`src/hw/rtl/sip_pkg.sv`:
```
// Shared constants, types and helpers of the segment intersection block.
`timescale 1ns / 1ps
package sip_pkg;
    localparam int COORD_WIDTH_DEF = 16;
    localparam int CEPS_W          = 20;
    localparam int PEPS_W          = 8;
    localparam int CFG_IDX_W       = 8;
    localparam int CFG_DATA_W      = 32;

    localparam logic [CEPS_W-1:0]    CROSS_EPS_RST = 20'd16;
    localparam logic [PEPS_W-1:0]    POINT_EPS_RST = 8'd1;
    localparam logic [CFG_IDX_W-1:0] REG_CROSS_EPS = 8'd0;
    localparam logic [CFG_IDX_W-1:0] REG_POINT_EPS = 8'd1;

    // Coordinate slots inside the packed input vector.
    localparam int IDX_AX  = 0;
    localparam int IDX_AY  = 1;
    localparam int IDX_A2X = 2;
    localparam int IDX_A2Y = 3;
    localparam int IDX_BX  = 4;
    localparam int IDX_BY  = 5;
    localparam int IDX_B2X = 6;
    localparam int IDX_B2Y = 7;

    typedef struct packed {
        logic       gen;
        logic       col;
        logic [3:0] mask;
        logic       neg_x;
        logic       neg_y;
    } side_t;

    // Candidate points of the collinear case, in output order: B1, B2, A1, A2.
    function automatic int slot_x_idx(input int slot);
        int r;
        begin
            case (slot)
                0:       r = IDX_BX;
                1:       r = IDX_B2X;
                2:       r = IDX_AX;
                default: r = IDX_A2X;
            endcase
            return r;
        end
    endfunction
endpackage

```
`src/hw/rtl/sip_out.sv`:
```
// Output register that releases the one to four results of an item in turn.
`timescale 1ns / 1ps
module sip_out #(
    parameter int W = sip_pkg::COORD_WIDTH_DEF
) (
    input  logic             aclk,
    input  logic             aresetn,
    output logic             en,
    input  logic             in_valid,
    input  sip_pkg::side_t   in_side,
    input  logic [8*W-1:0]   in_coords,
    input  logic [W:0]       in_qx,
    input  logic [W:0]       in_qy,
    output logic             m_axis_tvalid,
    input  logic             m_axis_tready,
    output logic [2*W-1:0]   m_axis_tdata,
    output logic [1:0]       m_axis_tuser,
    output logic             m_axis_tlast
);
    logic             hold_valid_reg, hold_valid_next;
    logic [3:0]       mask_reg, mask_next;
    logic             col_reg;
    logic [W-1:0]     px_reg [4];
    logic [W-1:0]     py_reg [4];

    logic             last_now, load;
    logic [1:0]       slot;
    logic signed [W+1:0] gx, gy, qxs, qys;

    always_comb begin
        slot = 2'd3;
        if (mask_reg[0]) begin
            slot = 2'd0;
        end else if (mask_reg[1]) begin
            slot = 2'd1;
        end else if (mask_reg[2]) begin
            slot = 2'd2;
        end
        last_now = (mask_reg & (mask_reg - 4'd1)) == 4'd0;
        en       = !hold_valid_reg || (m_axis_tready && last_now);
        load     = en && in_valid;

        qxs = $signed((W+2)'(in_qx));
        qys = $signed((W+2)'(in_qy));
        gx  = (W+2)'($signed(in_coords[sip_pkg::IDX_AX*W +: W])) + (in_side.neg_x ? -qxs : qxs);
        gy  = (W+2)'($signed(in_coords[sip_pkg::IDX_AY*W +: W])) + (in_side.neg_y ? -qys : qys);

        hold_valid_next = hold_valid_reg;
        mask_next       = mask_reg;
        if (load) begin
            hold_valid_next = 1'b1;
            mask_next       = in_side.gen ? 4'b0001 : in_side.mask;
        end else if (en) begin
            hold_valid_next = 1'b0;
        end else if (m_axis_tready) begin
            mask_next = mask_reg & (mask_reg - 4'd1);
        end
    end

    always_ff @(posedge aclk) begin
        if (!aresetn) begin
            hold_valid_reg <= 1'b0;
            mask_reg       <= '0;
        end else begin
            hold_valid_reg <= hold_valid_next;
            mask_reg       <= mask_next;
        end
    end

    always_ff @(posedge aclk) begin
        if (load) begin
            col_reg <= in_side.col;
            for (int i = 0; i < 4; i++) begin
                if (in_side.gen && i == 0) begin
                    px_reg[i] <= gx[W-1:0];
                    py_reg[i] <= gy[W-1:0];
                end else begin
                    px_reg[i] <= in_coords[sip_pkg::slot_x_idx(i)*W +: W];
                    py_reg[i] <= in_coords[(sip_pkg::slot_x_idx(i)+1)*W +: W];
                end
            end
        end
    end

    assign m_axis_tvalid = hold_valid_reg;
    assign m_axis_tdata  = (mask_reg == 4'd0) ? '0 : {py_reg[slot], px_reg[slot]};
    assign m_axis_tuser  = {col_reg, mask_reg != 4'd0};
    assign m_axis_tlast  = last_now;
endmodule

```
`config.mk`:
```
export PLATFORM = sky130hd
export DESIGN_NAME = sip_out
export DESIGN_NICKNAME = d
export VERILOG_FILES = /design/src/hw/rtl/sip_pkg.sv /design/src/hw/rtl/sip_out.sv
export SDC_FILE = /design/constraint.sdc
export NUM_CORES = 1
export LEC_CHECK = 0
export BUFFER_PORTS_ARGS = -buffer_cell sky130_fd_sc_hd__buf_2
export CAP_MARGIN = 20
export CORE_ASPECT_RATIO = 0.8
export CORE_MARGIN = 2
export CORE_UTILIZATION = 44
export DETAILED_ROUTE_END_ITERATION = 16
export GPL_ROUTABILITY_DRIVEN = 1
export PLACE_DENSITY_LB_ADDON = 0.1
export SLEW_MARGIN = 20
export SYNTH_ARGS = -nofsm -noshare
export SYNTH_HDL_FRONTEND = slang
export SYNTH_SLANG_ARGS = --single-unit
```
`constraint.sdc`:
```
create_clock -name aclk -period 7.4 [get_ports aclk]
set_input_delay 0.74 -clock aclk [delete_from_list [all_inputs] [get_ports aclk]]
set_output_delay 0.74 -clock aclk [all_outputs]
set_load 0.005 [all_outputs]
```
== After elaboration in Yosys (flattened, before gate mapping) ==
Memories as Yosys holds them, arrays and structs flattened.
Index checks and enable logic that the tools add are counted.

* Register bits after elaboration: 6
* Memory bits (writable): 128
* Input bits: 174
* Output and inout port bits: 37
* Word-level logic and storage cells: 63
* Memories: 2

* Add/subtract/negate cells: 9
* Equal/unequal tests: 1
* Shifts and indexed selects: 8
* Muxes and demuxes: 27
* Bitwise logic cells: 3
* Reductions and logical operators: 10

{| class="wikitable"
|+ Memory list
! name !! words !! bits a word !! rd ports !! clocked after memory_dff !! wr ports !! RTL line !! RTL
|-
| px_reg || 4 || 16 || 1 || 0 || 4 || sip_out.sv:23 || <nowiki>logic [W-1:0] px_reg [4];</nowiki>
|-
| py_reg || 4 || 16 || 1 || 0 || 4 || sip_out.sv:24 || <nowiki>logic [W-1:0] py_reg [4];</nowiki>
|}

{| class="wikitable"
|+ Operators with widths
! operator !! count
|-
| $shiftx A128 B32 Y16 || 8
|-
| $mux W28 || 5
|-
| $add A28 B2 Y28 const B || 4
|-
| $mux W16 || 4
|-
| $add A16 B16 Y16 || 2
|-
| $mux W32 || 1
|-
| $neg A16 Y16 || 2
|-
| $mux W4 || 4
|-
| $mux W1 || 11
|-
| $logic_not A4 Y1 || 2
|-
| $and A4 B4 Y4 || 1
|-
| $mux W2 || 2
|-
| $reduce_bool A2 Y1 || 2
|-
| $reduce_bool A4 Y1 || 1
|-
| $sub A4 B1 Y4 const B || 1
|-
| $logic_and A1 B1 Y1 || 2
|-
| $ne A2 B1 Y1 const B || 1
|-
| $or A1 B1 Y1 || 2
|-
| $reduce_and A2 Y1 || 1
|-
| $logic_not A1 Y1 || 1
|-
| $logic_or A1 B1 Y1 || 1
|}

== Depth between registers and ports, before layout ==
* Depth after elaboration: 10
* Mapped depth: 14
* Mapped depth without buffers: 14

== Worst setup path after synthesis ==
No wires, ideal clock.

* Kind: register to register
* From: register mask_reg[0]
* To: register mask_reg[0]
* Setup time: 0.088 ns
* Arrival time: 5.993 ns
* Path slack: 1.319 ns
* Cell stages (with the launch flop): 8
* Buffers on the path: 1
* Clock period less this slack: 6.081 ns
* Cell sequence: dfxtp_1 > clkbuf_1 > maj3_1 > o21ai_0 > a21oi_1 > nor2_1 > o21ai_0 > a21boi_0

* Word-level cells in the longest chain between the ends: 8
* Elaborated cells between the ends (all ways): 12

{| class="wikitable"
|+ RTL lines
! element !! RTL line !! RTL
|-
| from (decl) || sip_out.sv:21 || <nowiki>logic [3:0] mask_reg, mask_next;</nowiki>
|-
| from (signal assigned) || sip_out.sv:66 || <nowiki>mask_reg <= mask_next;</nowiki>
|-
| $sub A4 B1 Y4 || sip_out.sv:39 || <nowiki>last_now = (mask_reg & (mask_reg - 4'd1)) == 4'd0;</nowiki>
|-
| $and A4 B4 Y4 (*) || sip_out.sv:39 ||
|-
| $logic_not A4 Y1 (*) || sip_out.sv:39 ||
|-
| named net m_axis_tlast || sip_out.sv:18 || <nowiki>output logic m_axis_tlast</nowiki>
|-
| $logic_and A1 B1 Y1 (*) || sip_out.sv:40 || <nowiki>en = !hold_valid_reg || (m_axis_tready && last_now);</nowiki>
|-
| $logic_or A1 B1 Y1 (*) || sip_out.sv:40 ||
|-
| $logic_and A1 B1 Y1 || sip_out.sv:41 || <nowiki>load = en && in_valid;</nowiki>
|-
| $ne A2 B1 Y1 (no source line) / $reduce_bool A2 Y1 (equally long branches) || -- ||
|-
| $reduce_and A2 Y1 (no source line) || -- ||
|}

The timed path passes the listed nets; every way through them passes the cells marked *. The select of a mux whose other input is x is not followed.
A chain may end at the register's enable or synchronous reset.

==> results.yml <==
run_status:
  status: "finished clean"
global_routing:
  antenna_found_initial: 3
  grtUsageTotal_pct: 21.6
  grt_pass1_vias: 5837
  grt_overflow: 0
  grt_max_degree: 77
  grt_pass1_wl_microns: 30000
floorplan:
  io_pins: 211
  rows: 43
  die_h_microns: 122
  core_region_area_sq_mm: 0.0172
  die_area_sq_mm: 0.0184
  start_util_pct: 44.5
  fp.dieW_microns: 151
layout:
  seq_area_sq_mm: 0.00398
  multi_input_area_sq_mm: 0.00351
  final_core_util_pct: 55.3
  nets: 1148
  syn_to_final_growth_pct: 24.3
  drive_above_1_share_pct: 27.2
  finalNonFillerCells: 1174
  stdcell_area_sq_mm: 0.00950
  nFillCells: 1553
critical_path:
  reg2reg_slack_ps: 3900
  critPathArrivalTime_ps: 3730
  worstPathRequired_ps: 7560
  regToRegEndpoint: "px_reg[3][4]$_DFFE_PN_"
  setup.worst_path.start_class: "primary input"
  reg2reg_depth: 5
  crit_path_end_kind: "flip-flop"
  critPathKind: "primary input to flip-flop"
  rr_startpoint: "mask_reg[1]$_SDFFE_PN0P_"
  crit_path_max_fanout: 6
synth:
  yosysTopAreaCellShare_pct: 50.7
  syn_avg_cell_area_sq_um: 10.4
  async_flop_share_pct: 0
  yosysWarnings: 0
  synth_cell_types: 50
  synth_area_sq_mm: 0.00764
  synthTopCellsByArea: "edfxtp_1, a21oi_1, ha_1"
  synth_nets: 951
  syn_inst: 735
  ys.flop_type: "edfxtp_1"
  ys_seq_area_share_pct: 52.0
  ys_seq_elements: 134
  synth_edf_count: 129
  yosysTopAreaCell: "edfxtp_1"
routing:
  final_antenna_net_count: 0
  drc_errors: 0
  vias: 6155
  post_drt_wl_per_cell_microns: 16.8
  totalWireLength_microns: 19700
  via_per_inst: 5.24
  dr.first_iter.drc_count: 354
  drtPass1Iterations: 4
placed_design:
  dp_hpwl_microns: 14100
  dpl_cell_area_sq_mm: 0.00890
  gp_congestion: 0.825
  portBuffers: 208
  placedCellCount: 1138
clock_network:
  clockBufferDepth: 2
  cts_hold_buffers: 0
  cts_setup_buffers: 0
  htreeDepth: 4
  root_buffer: "clkbuf_16"
  path_clk_slew_ps: 60
  numCtsBuffers: 17
  cts_resized: 0
  cts_sinks: 134
  clk-insertion-delay-late_ps: 420
  cts_tree: "built"
power_and_ir_drop:
  leakage_uw: 0.00395
  clkPwrFrac_pct: 37.1
  p_switching_uw: 640
  p_per_area_mw_per_mm2: 242
  share_comb_of_total_power_pct: 21.9
  ir_drop_v: 0.000172
  p_sw_share_pct: 27.9
  p_seq_share_pct: 41.0
  p_int_uw: 1660
sta:
  worstMarginPinSlew_ps: 1030
  relSlewSlack_pct: 31.1
  rsz0062_at_grt: "no"
  fin_setup_tns_ps: 0
  min_period_ps: 3570
  fin_skew_ps: 5.54
  slew_viol_final: 0
  setup_violations: 0
  fin_crit_sh_pct: 48.2
  finalHoldViolations: 0
  whs_ps: 488
  fmax_mhz: 280
worst_hold_path:
  min_to: "px_reg[1][6]$_DFFE_PN_"
  hold_class: "primary input to flip-flop"
  hold_depth: 1
  hp-start: "in_coords[102]"
run:
  cap_violations: 0
-- metal layers --
metal  track usage (%)  routed length, microns  vias to the layer above
met5                 0                       0                        -
met4              6.66                     310                        0
met3              5.84                    1410                       24
met2              32.5                    8430                      184
met1              30.5                    9600                     2871
li1                  -                       -                     3076
-- kinds of logic after synthesis --
logic type	Yosys count	synth area share (%)
and+or+nand+nor	226	12.6
AOI/OAI and AO/OA	198	15.3
DFF	134	52.0
xor gates and xnor gates	54	6.19
buffers and inverters	47	2.37
adders and majority gates	43	7.20
muxes	33	4.34
-- cell usage in the layout (no fill, tap or decap), types with 3 or more instances in the layout --
cell type,instances
nor3_1,8
a21oi_1,103
clkinv_2,3
clkinvlp_4,4
nor2_1,127
inv_1,11
buf_2,208
dfxtp_2,3
o211ai_1,4
nand4_1,3
or3_1,4
xnor2_1,42
bufinv_16,3
mux2i_1,32
a211oi_1,4
edfxtp_1,129
buf_4,6
a31oi_1,4
nor2_4,3
o21ai_0,32
a21boi_0,3
diode_2,4
nand3_1,11
o21a_1,4
xor2_1,12
clkbuf_16,17
nand2_1,51
a21o_1,18
o31ai_1,12
ha_1,40
-- stage by stage --
stage / power (uW) / setup slack, ps
detailed placement: 1460 / 3430
CTS: 2310 / 3880
finish: 2300 / 3830
floorplan: 1280 / 1320
global route: 2410 / 3510
global placement: 1450 / 3470
-- critical path: stages --
cell,delay [ps]
buf_2,140
inv_1,60
ha_1,200
nand2_1,90
nand2_1,70
xnor2_1,150
ha_1,360
a21o_1,180
a21o_1,170
a221oi_1,740
o21ai_0,310
o311ai_0,410
nor2_1,90
-- how the worst max path moves through the flow --
| stage | start | end | cells after the start |
|---|---|---|---|
| 6_report | in_qx[0] | px_reg[0][13]$_DFFE_PP_ | 13 |
| 5_1_grt | in_qx[0] | px_reg[0][13]$_DFFE_PP_ | 13 |
| 4_1_cts | mask_reg[1]$_SDFFE_PN0P_ | py_reg[3][9]$_DFFE_PN_ | 5 |
| 3_5_place_dp | in_qx[0] | px_reg[0][13]$_DFFE_PP_ | 13 |
| 3_3_place_gp | in_qx[0] | px_reg[0][13]$_DFFE_PP_ | 13 |
| 2_1_floorplan | mask_reg[0]$_SDFFE_PN0P_ | mask_reg[0]$_SDFFE_PN0P_ | 7 |
-- power groups by stage --
| stage | Sequential, uW | Combinational [uW] | Clock, uW |
|---|---|---|---|
| final | 941 | 502 | 853 |
| after global routing | 947 | 565 | 894 |
| after CTS | 942 | 504 | 863 |
| after detailed placement | 956 | 501 | 0 |
| after global placement | 956 | 496 | 0 |
| after floorplan | 949 | 335 | 0 |
-- layout make-up --
class | count | area share, %
sequential | 134 | 41.9
clock inverter | 14 | 1.69
timing repair buffer | 214 | 11.4
multi-input combinational | 554 | 37.0
inverter | 11 | 0.435
antenna | 4 | 0.105
clock buffer | 18 | 4.52
tap | 225 | 2.96
-- cell usage after synthesis (2+ instances only) --
cell type  count
dfxtp_1        5
or4_1          2
a21boi_0       3
a221oi_1       2
or3_1          4
o21a_1         4
a31o_2         2
a211oi_1       4
nand2b_1       2
nand3_1       11
o31ai_1       12
nor2b_1        2
and4_1         2
a31oi_1        4
buf_1          5
a21oi_1      103
nand2_1       51
and3_1         2
mux2i_1       32
nand3b_1       2
nor3_1         8
inv_1         11
o41ai_1        2
o21ai_0       32
xor2_1        12
o211ai_1       4
nand4_1        3
nor2_1       131
ha_1          40
o21bai_1       2
fa_1           2
a21o_1        18
nor3b_1        2
clkbuf_1      29
edfxtp_1     129
xnor2_1       42
(Power assumes the default switching activity.)
