<file path="src/hw/rtl/sip_pkg.sv">
// Shared constants, types and helpers of the segment intersection block.
`timescale 1ns / 1ps
package sip_pkg;
    localparam int COORD_WIDTH_DEF = 16;
    localparam int CEPS_W          = 20;
    localparam int PEPS_W          = 8;
    localparam int CFG_IDX_W       = 8;
    localparam int CFG_DATA_W      = 32;

    localparam logic [CEPS_W-1:0]    CROSS_EPS_RST = 20'd16;
    localparam logic [PEPS_W-1:0]    POINT_EPS_RST = 8'd1;
    localparam logic [CFG_IDX_W-1:0] REG_CROSS_EPS = 8'd0;
    localparam logic [CFG_IDX_W-1:0] REG_POINT_EPS = 8'd1;

    // Coordinate slots inside the packed input vector.
    localparam int IDX_AX  = 0;
    localparam int IDX_AY  = 1;
    localparam int IDX_A2X = 2;
    localparam int IDX_A2Y = 3;
    localparam int IDX_BX  = 4;
    localparam int IDX_BY  = 5;
    localparam int IDX_B2X = 6;
    localparam int IDX_B2Y = 7;

    typedef struct packed {
        logic       gen;
        logic       col;
        logic [3:0] mask;
        logic       neg_x;
        logic       neg_y;
    } side_t;

    // Candidate points of the collinear case, in output order: B1, B2, A1, A2.
    function automatic int slot_x_idx(input int slot);
        int r;
        begin
            case (slot)
                0:       r = IDX_BX;
                1:       r = IDX_B2X;
                2:       r = IDX_AX;
                default: r = IDX_A2X;
            endcase
            return r;
        end
    endfunction
endpackage

</file>
<file path="src/hw/rtl/sip_classify.sv">
// Case decision, collinear point selection and scaled numerator products.
`timescale 1ns / 1ps
module sip_classify #(
    parameter int W = sip_pkg::COORD_WIDTH_DEF
) (
    input  logic                          aclk,
    input  logic                          aresetn,
    input  logic                          en,
    input  logic [sip_pkg::CEPS_W-1:0]    cross_eps,
    input  logic [sip_pkg::PEPS_W-1:0]    point_eps,
    input  logic                          in_valid,
    input  logic [8*W-1:0]                in_coords,
    input  logic signed [2*W+2:0]         in_den,
    input  logic signed [2*W+2:0]         in_tn,
    input  logic signed [2*W+2:0]         in_un,
    input  logic [3:0]                    in_box,
    output logic                          out_valid,
    output sip_pkg::side_t                out_side,
    output logic [8*W-1:0]                out_coords,
    output logic [4*W+4:0]                out_nx,
    output logic [4*W+4:0]                out_ny,
    output logic [2*W+2:0]                out_d2
);
    localparam int CW = 2 * W + 3;
    localparam int MW = W + 1;
    localparam int NW = CW - 1 + MW;
    localparam int RW = NW + 2;
    localparam int EW = (CW > sip_pkg::CEPS_W) ? CW : sip_pkg::CEPS_W;

    logic                 v4_reg, v5_reg;
    sip_pkg::side_t       side4_reg, side5_reg;
    logic [8*W-1:0]       c4_reg, c5_reg;
    logic [CW-2:0]        tn4_reg, den4_reg;
    logic [MW-1:0]        mx4_reg, my4_reg;
    logic [RW-1:0]        nx5_reg, ny5_reg;
    logic [CW-1:0]        d25_reg;

    sip_pkg::side_t       side_next;
    logic signed [CW-1:0] den_n, tn_n, un_n;
    logic [CW-1:0]        den_mag, un_mag;
    logic                 den_small, un_small;
    logic signed [MW-1:0] rx, ry;
    logic [3:0]           keep;
    logic                 dup;
    logic [NW-1:0]        prod_x, prod_y;

    function automatic logic close_pts(input logic [8*W-1:0] c, input int i, input int j,
                                       input logic [sip_pkg::PEPS_W-1:0] eps);
        logic signed [W:0] dx, dy;
        logic [W:0]        mx, my;
        begin
            dx = (W+1)'($signed(c[sip_pkg::slot_x_idx(i)*W +: W]))
               - (W+1)'($signed(c[sip_pkg::slot_x_idx(j)*W +: W]));
            dy = (W+1)'($signed(c[(sip_pkg::slot_x_idx(i)+1)*W +: W]))
               - (W+1)'($signed(c[(sip_pkg::slot_x_idx(j)+1)*W +: W]));
            mx = dx[W] ? (W+1)'(-dx) : (W+1)'(dx);
            my = dy[W] ? (W+1)'(-dy) : (W+1)'(dy);
            return (mx <= (W+1)'(eps)) && (my <= (W+1)'(eps));
        end
    endfunction

    always_comb begin
        den_mag   = in_den[CW-1] ? CW'(-in_den) : CW'(in_den);
        un_mag    = in_un[CW-1] ? CW'(-in_un) : CW'(in_un);
        den_small = EW'(den_mag) < EW'(cross_eps);
        un_small  = EW'(un_mag) < EW'(cross_eps);
        den_n     = in_den[CW-1] ? -in_den : in_den;
        tn_n      = in_den[CW-1] ? -in_tn : in_tn;
        un_n      = in_den[CW-1] ? -in_un : in_un;
        rx = MW'($signed(in_coords[sip_pkg::IDX_A2X*W +: W]))
           - MW'($signed(in_coords[sip_pkg::IDX_AX*W +: W]));
        ry = MW'($signed(in_coords[sip_pkg::IDX_A2Y*W +: W]))
           - MW'($signed(in_coords[sip_pkg::IDX_AY*W +: W]));

        // The first two kept points decide whether the last kept one is a duplicate.
        dup = 1'b0;
        for (int i = 0; i < 4; i++) begin
            for (int j = i + 1; j < 4; j++) begin
                if (in_box[i] && in_box[j] && ((in_box & ((4'b1 << j) - 4'b1)) == (4'b1 << i))
                    && close_pts(in_coords, i, j, point_eps)) begin
                    dup = 1'b1;
                end
            end
        end
        keep = in_box;
        if (dup) begin
            if (in_box[3]) begin
                keep[3] = 1'b0;
            end else if (in_box[2]) begin
                keep[2] = 1'b0;
            end else begin
                keep[1] = 1'b0;
            end
        end

        side_next       = '0;
        side_next.neg_x = rx[MW-1];
        side_next.neg_y = ry[MW-1];
        if (den_small) begin
            if (un_small) begin
                side_next.col  = 1'b1;
                side_next.mask = keep;
            end
        end else if (in_den != '0) begin
            side_next.gen = !tn_n[CW-1] && !un_n[CW-1] && (tn_n <= den_n) && (un_n <= den_n);
        end
    end

    assign prod_x = NW'(tn4_reg) * NW'(mx4_reg);
    assign prod_y = NW'(tn4_reg) * NW'(my4_reg);

    always_ff @(posedge aclk) begin
        if (!aresetn) begin
            v4_reg <= 1'b0;
            v5_reg <= 1'b0;
        end else if (en) begin
            v4_reg <= in_valid;
            v5_reg <= v4_reg;
        end
    end

    always_ff @(posedge aclk) begin
        if (en) begin
            side4_reg <= side_next;
            c4_reg    <= in_coords;
            tn4_reg   <= tn_n[CW-2:0];
            den4_reg  <= den_n[CW-2:0];
            mx4_reg   <= rx[MW-1] ? MW'(-rx) : MW'(rx);
            my4_reg   <= ry[MW-1] ? MW'(-ry) : MW'(ry);
            side5_reg <= side4_reg;
            c5_reg    <= c4_reg;
            nx5_reg   <= (RW'(prod_x) << 1) + RW'(den4_reg);
            ny5_reg   <= (RW'(prod_y) << 1) + RW'(den4_reg);
            d25_reg   <= {den4_reg, 1'b0};
        end
    end

    assign out_valid  = v5_reg;
    assign out_side   = side5_reg;
    assign out_coords = c5_reg;
    assign out_nx     = (4*W+5)'(nx5_reg);
    assign out_ny     = (4*W+5)'(ny5_reg);
    assign out_d2     = d25_reg;
endmodule

</file>
<file path="config.mk">
export PLATFORM = sky130hd
export DESIGN_NAME = sip_classify
export DESIGN_NICKNAME = d
export VERILOG_FILES = /design/src/hw/rtl/sip_pkg.sv /design/src/hw/rtl/sip_classify.sv
export SDC_FILE = /design/constraint.sdc
export NUM_CORES = 2
export LEC_CHECK = 0
export ABC_AREA = 1
export BUFFER_PORTS_ARGS = -buffer_cell sky130_fd_sc_hd__clkbuf_2
export CORE_UTILIZATION = 25
export DETAILED_ROUTE_END_ITERATION = 10
export GPL_TIMING_DRIVEN = 0
export HOLD_SLACK_MARGIN = 0.1
export SETUP_SLACK_MARGIN = 0.4
export SYNTH_ARGS = -nofsm -noshare
export SYNTH_HDL_FRONTEND = slang
export SYNTH_SLANG_ARGS = --single-unit
</file>
<file path="constraint.sdc">
create_clock -name aclk -period 9.2 [get_ports aclk]
set_clock_uncertainty 0.15 [all_clocks]
set_input_delay 0.92 -clock aclk [delete_from_list [all_inputs] [get_ports aclk]]
set_output_delay 0.92 -clock aclk [all_outputs]
set_load 0.005 [all_outputs]
</file>
# Word level (Yosys, flattened, before mapping)
# Index checks and enable logic that the tools add are counted.
[word_totals]
in_bits = 269
reg_bits = 516
elab_cells = 144
output_inout_bits = 310
[op_classes]
n_mux = 28
n_lt_le_gt_ge = 16
n_eq_ne = 5
reduce_logical = 33
add_sub_neg = 33
n_mul = 2
bitwise_logic = 3
[op_table]
columns = ["operator", "count"]
rows = [
  ["17-bit negation", 14],
  ["16-bit by 16-bit subtractor with 17-bit output", 14],
  ["17-bit by 8-bit <= comparator with 1-bit output", 12],
  ["17-bit two-way mux", 12],
  ["35-bit two-way mux", 4],
  ["52-bit by 34-bit adder with 53-bit output", 2],
  ["35-bit negation", 3],
  ["34-bit by 17-bit multiplier with 51-bit output", 2],
  ["35-bit <= comparator", 2],
  ["35-bit by 20-bit < comparator with 1-bit output", 2],
  ["35-bit nonzero test", 1],
  ["16-bit two-way mux", 2],
  ["1-bit logical AND", 27],
  ["1-bit two-way mux", 7],
  ["5-bit two-way mux", 1],
  ["3-bit by 1-bit equality test with 1-bit output (second input constant)", 1],
  ["3-bit by 2-bit equality test with 1-bit output (second input constant)", 1],
  ["3-bit equality test (second input constant)", 1],
  ["3-bit two-way mux", 1],
  ["1-bit inverter", 3],
  ["3-bit OR reduction", 1],
  ["2-bit by 1-bit equality test with 1-bit output (second input constant)", 1],
  ["2-bit equality test (second input constant)", 1],
  ["1-bit zero test", 2],
  ["other kinds (3)", 3],
]

# Longest topological paths before layout
[depth]
word_depth = 14
ltp_mapped = 43
mapped_depth_nobuf = 41

# Least setup slack after synthesis
# No wires, ideal clock.
[synth_timing]
path_type = "register to register"
from = "reg mx4_reg[10]"
to = "reg nx5_reg[47], data pin"
path_buffers = 2
path_slack_ns = 1.863
t_arrival_ns = 6.938
path_stages_with_launch = 40
required_ns = 8.801
setup_time_ns = 0.249
synth_period_minus_slack_ns = 7.337
path_cell_list = "edfxtp_1 clkbuf_1 clkbuf_1 nand2_1 fa_1 inv_1 fa_1 inv_1 fa_1 inv_1 fa_1 fa_1 inv_1 fa_1 inv_1 ha_1 nand2_1 nor2_1 [4 not listed] a21oi_1 inv_1 a31oi_1 xor2_1 ha_1 nand2_1 nor2_1 nand2_1 nor4_1 nand2_1 nand2_1 nand3_2 nand3_2 nand3b_4 inv_2 nand3_1 nand2_1 inv_1"
[synth_between]
elab_chain_cells = 2
[synth_lines]
columns = ["element", "line_no", "rtl"]
rows = [
  ["from (decl)", "sip_classify.sv:34", "logic [MW-1:0] mx4_reg, my4_reg;"],
  ["from (signal assigned)", "sip_classify.sv:128", "mx4_reg <= rx[MW-1] ? MW'(-rx) : MW'(rx);"],
  ["34-bit by 17-bit multiplier with 51-bit output", "sip_classify.sv:109", "assign prod_x = NW'(tn4_reg) * NW'(mx4_reg);"],
  ["52-bit by 34-bit adder with 53-bit output", "sip_classify.sv:132", "nx5_reg <= (RW'(prod_x) << 1) + RW'(den4_reg);"],
  ["to (signal assigned)", "sip_classify.sv:132", ""],
  ["to (decl)", "sip_classify.sv:35", "logic [RW-1:0] nx5_reg, ny5_reg;"],
]
# Every way passes these cells.
# A chain may end at the register's enable or synchronous reset.

# Final worst setup path
[layout_timing]
from = "reg tn4_reg[3]"
to = "reg ny5_reg[46], data pin"
[layout_between]
elab_chain_cells = 2
[layout_lines]
columns = ["element", "line_no", "rtl"]
rows = [
  ["from (decl)", "sip_classify.sv:33", "logic [CW-2:0] tn4_reg, den4_reg;"],
  ["from (signal assigned)", "sip_classify.sv:126", "tn4_reg <= tn_n[CW-2:0];"],
  ["34-bit by 17-bit multiplier with 51-bit output", "sip_classify.sv:110", "assign prod_y = NW'(tn4_reg) * NW'(my4_reg);"],
  ["52-bit by 34-bit adder with 53-bit output", "sip_classify.sv:133", "ny5_reg <= (RW'(prod_y) << 1) + RW'(den4_reg);"],
  ["to (signal assigned)", "sip_classify.sv:133", ""],
  ["to (decl)", "sip_classify.sv:35", ""],
]
# Every way passes these cells.

==> out/summary.txt <==
Cells on Worst Hold Path = 0
Layout Utilization = 28.6%
row count = 216
ANT nets after route = 0
FILL cells = 37782
HPWL Detailed = 287000 um
global-route wire length before repair = 484000 um
CP endpoint kind = register
H-tree depth = 2
Hold Fails Final Rpt = 0
area grow syn2layout = 13.4%
CTS tree = yes
Mapped Cells = 11991
DRT iter0 DRCs = 6055
max-cap violations = 0
height of the chip = 593 um
worst reg-to-reg setup slack = 640 ps
Slew Viols, Final = 0
Chip Width = 593 um
setup violators final = 0
Commonest cells post-synth = 3411 x nand2_1, 2732 x inv_1, 974 x fa_1, 805 x nor2_1, 766 x ha_1
Ys Warns = 0
setup TNS = 0 ps
CTS Sinks = 514
sequential fraction of the synthesis area = 17.6%
hold_buf cts = 0
Total Routed Length = 330000 um
number of synthesized flops with an enable pin = 512
largest net degree at the start of global routing = 110
status = finished clean
max_slew headroom = 29.8%
CP Data Required Time = 9540 ps
Port Buf Inserts = 540
post-synth cell types = 79
beginning of the worst hold path = c4_reg[11]$_DFFE_PP_
Post-Syn Area = 87500 um2
crit-path max cell delay = 600 ps
GP Congestion = 0.963
most frequent cell after synthesis = nand2_1
Reg-to-Reg Start = tn4_reg[3]$_DFFE_PP_
CP Launch Type = register
DRC viols = 0
Peak Freq = 117 MHz
worst min-delay path class = reg2reg
detailed-route vias per instance = 4.59
register bit total from synthesis = 514
Tot GR Track Use = 18.3%
initial antenna violation count = 29
Clock Latency Late Sink = 790 ps
Via Count = 79327
crit path max fanout = 10
CTS max path bufs = 3
CTS Buf Count = 61
Routed WL per cell = 19.1 um
hold endpoint = out_coords[11]$_DFFE_PP_
Clock transition at path regs = 70 ps
CP Class = reg2reg
Main synth FF type = edfxtp_1
I/O pin cnt = 579
Root Driver = clkbuf_16
Pre-Repair DR Iteration Count = 6
Worst Path Arrival = 8900 ps
Worst Max-Slew Pin Slew = 1050 ps
vias in the first global route = 77419
RR Endpoint = ny5_reg[46]$_DFFE_PP_
nets = 14643
Reg2Reg Depth = 33
Initial Utilization = 25.2%
unrepaired setup endpoints after global routing = yes
Period minus WS final = 8560 ps
layout cells sized above 1 = 9.36%
Core ar. = 347000 um2
Mapped Avg Cell Area = 7.29 um2
final worst path period share = 93.0%
post-synth top area share = 22.3%
full die area = 352000 um2
gr ovfl total = 0
ys async rst share = 0%
top post-synthesis cells by area = fa_1 22%, edfxtp_1 18%, nand2_1 15%, inv_1 12%, ha_1 11%
Yosys top cell by area = fa_1
slowest CP cell = fa_1
logic make-up (layout without fill, tap and decap cells):
| group | count (synthesis) | after routing | synth area share, % |
|---|---|---|---|
| fa+ha+maj | 1740 | 1740 | 33.3 |
| xor+xnor | 428 | 428 | 4.39 |
| compound gates | 970 | 970 | 6.36 |
| buf+inv | 3128 | 3789 | 13.7 |
| simple gates | 5210 | 5210 | 24.7 |
| other cells | 1 | 45 | 0.00429 |
| flops | 514 | 514 | 17.6 |
placed cells by master, fill, tap and decap left out, types with 90 or more instances in the layout:
cell type / instances
xnor2_1: 111
nor2_1: 796
nand4_1: 138
ha_1: 762
clkbuf_2: 627
xor2_1: 302
inv_1: 2732
nand2_1: 3406
clkbuf_1: 90
o21ai_0: 244
fa_1: 974
a21oi_1: 430
edfxtp_1: 512
nand3_1: 549
critical path: cells and delay by family, from the launching register on:
kind	cells	cell delay, ps
flip-flops	1	510
AND/OR/NAND/NOR	9	1150
AO/OA/AOI/OAI	5	1110
XOR/XNOR	2	610
buffers and inverters	9	1200
adder cells (fa/ha/maj)	8	3530
area by class of cell:
| class | count | area, um2 | share of cell area, % |
|---|---|---|---|
| antenna | 12 | 30.0 | 0.0303 |
| buffer | 368 | 2140 | 2.16 |
| clock buffer | 69 | 1560 | 1.57 |
| clock inverter | 44 | 571 | 0.575 |
| inverter | 2760 | 10400 | 10.4 |
| multi-input combinational | 8381 | 60500 | 61.0 |
| sequential | 514 | 15400 | 15.5 |
| tap | 4578 | 5730 | 5.78 |
| timing repair buffer | 548 | 2870 | 2.90 |
how the worst max path moves through the flow:
| stage | slack (ps) | end | from |
|---|---|---|---|
| floorplan | 1860 | nx5_reg[47]$_DFFE_PP_ | mx4_reg[10]$_DFFE_PP_ |
| global placement | -3000 | out_valid$_SDFFE_PN0P_ | en |
| detailed placement | -740 | ny5_reg[46]$_DFFE_PP_ | my4_reg[8]$_DFFE_PP_ |
| CTS | 400 | nx5_reg[47]$_DFFE_PP_ | tn4_reg[5]$_DFFE_PP_ |
| global route | 330 | nx5_reg[47]$_DFFE_PP_ | tn4_reg[9]$_DFFE_PP_ |
| finish | 640 | ny5_reg[46]$_DFFE_PP_ | tn4_reg[3]$_DFFE_PP_ |
timing repair:
item                                    4_1_cts  5_1_grt
buffers inserted                              2        1
resized for setup                           185      411
endpoints found under the setup margin       47       41
pin swaps                                     3        8
through the flow:
step	setup slack, ps	area, um2	hold slack, ps	instances
floorplan	1860	87600	250	12023
global placement	-3000	96000	250	17141
detailed placement	-744	96200	255	17146
CTS	401	98600	152	17261
global route	326	99200	183	17264
finish	642	99200	204	17274
per-layer routing:
layer | wire length, um | global-route usage, % | up-vias
met5 | 154 | 0 | -
met4 | 21100 | 10.1 | 24
met3 | 23500 | 3.36 | 594
met2 | 153000 | 30.6 | 2668
met1 | 132000 | 22.3 | 38170
li1 | - | - | 37871
Power is not shown: default switching activity piles up to over one toggle a cycle in this logic, so the estimate is an artifact.
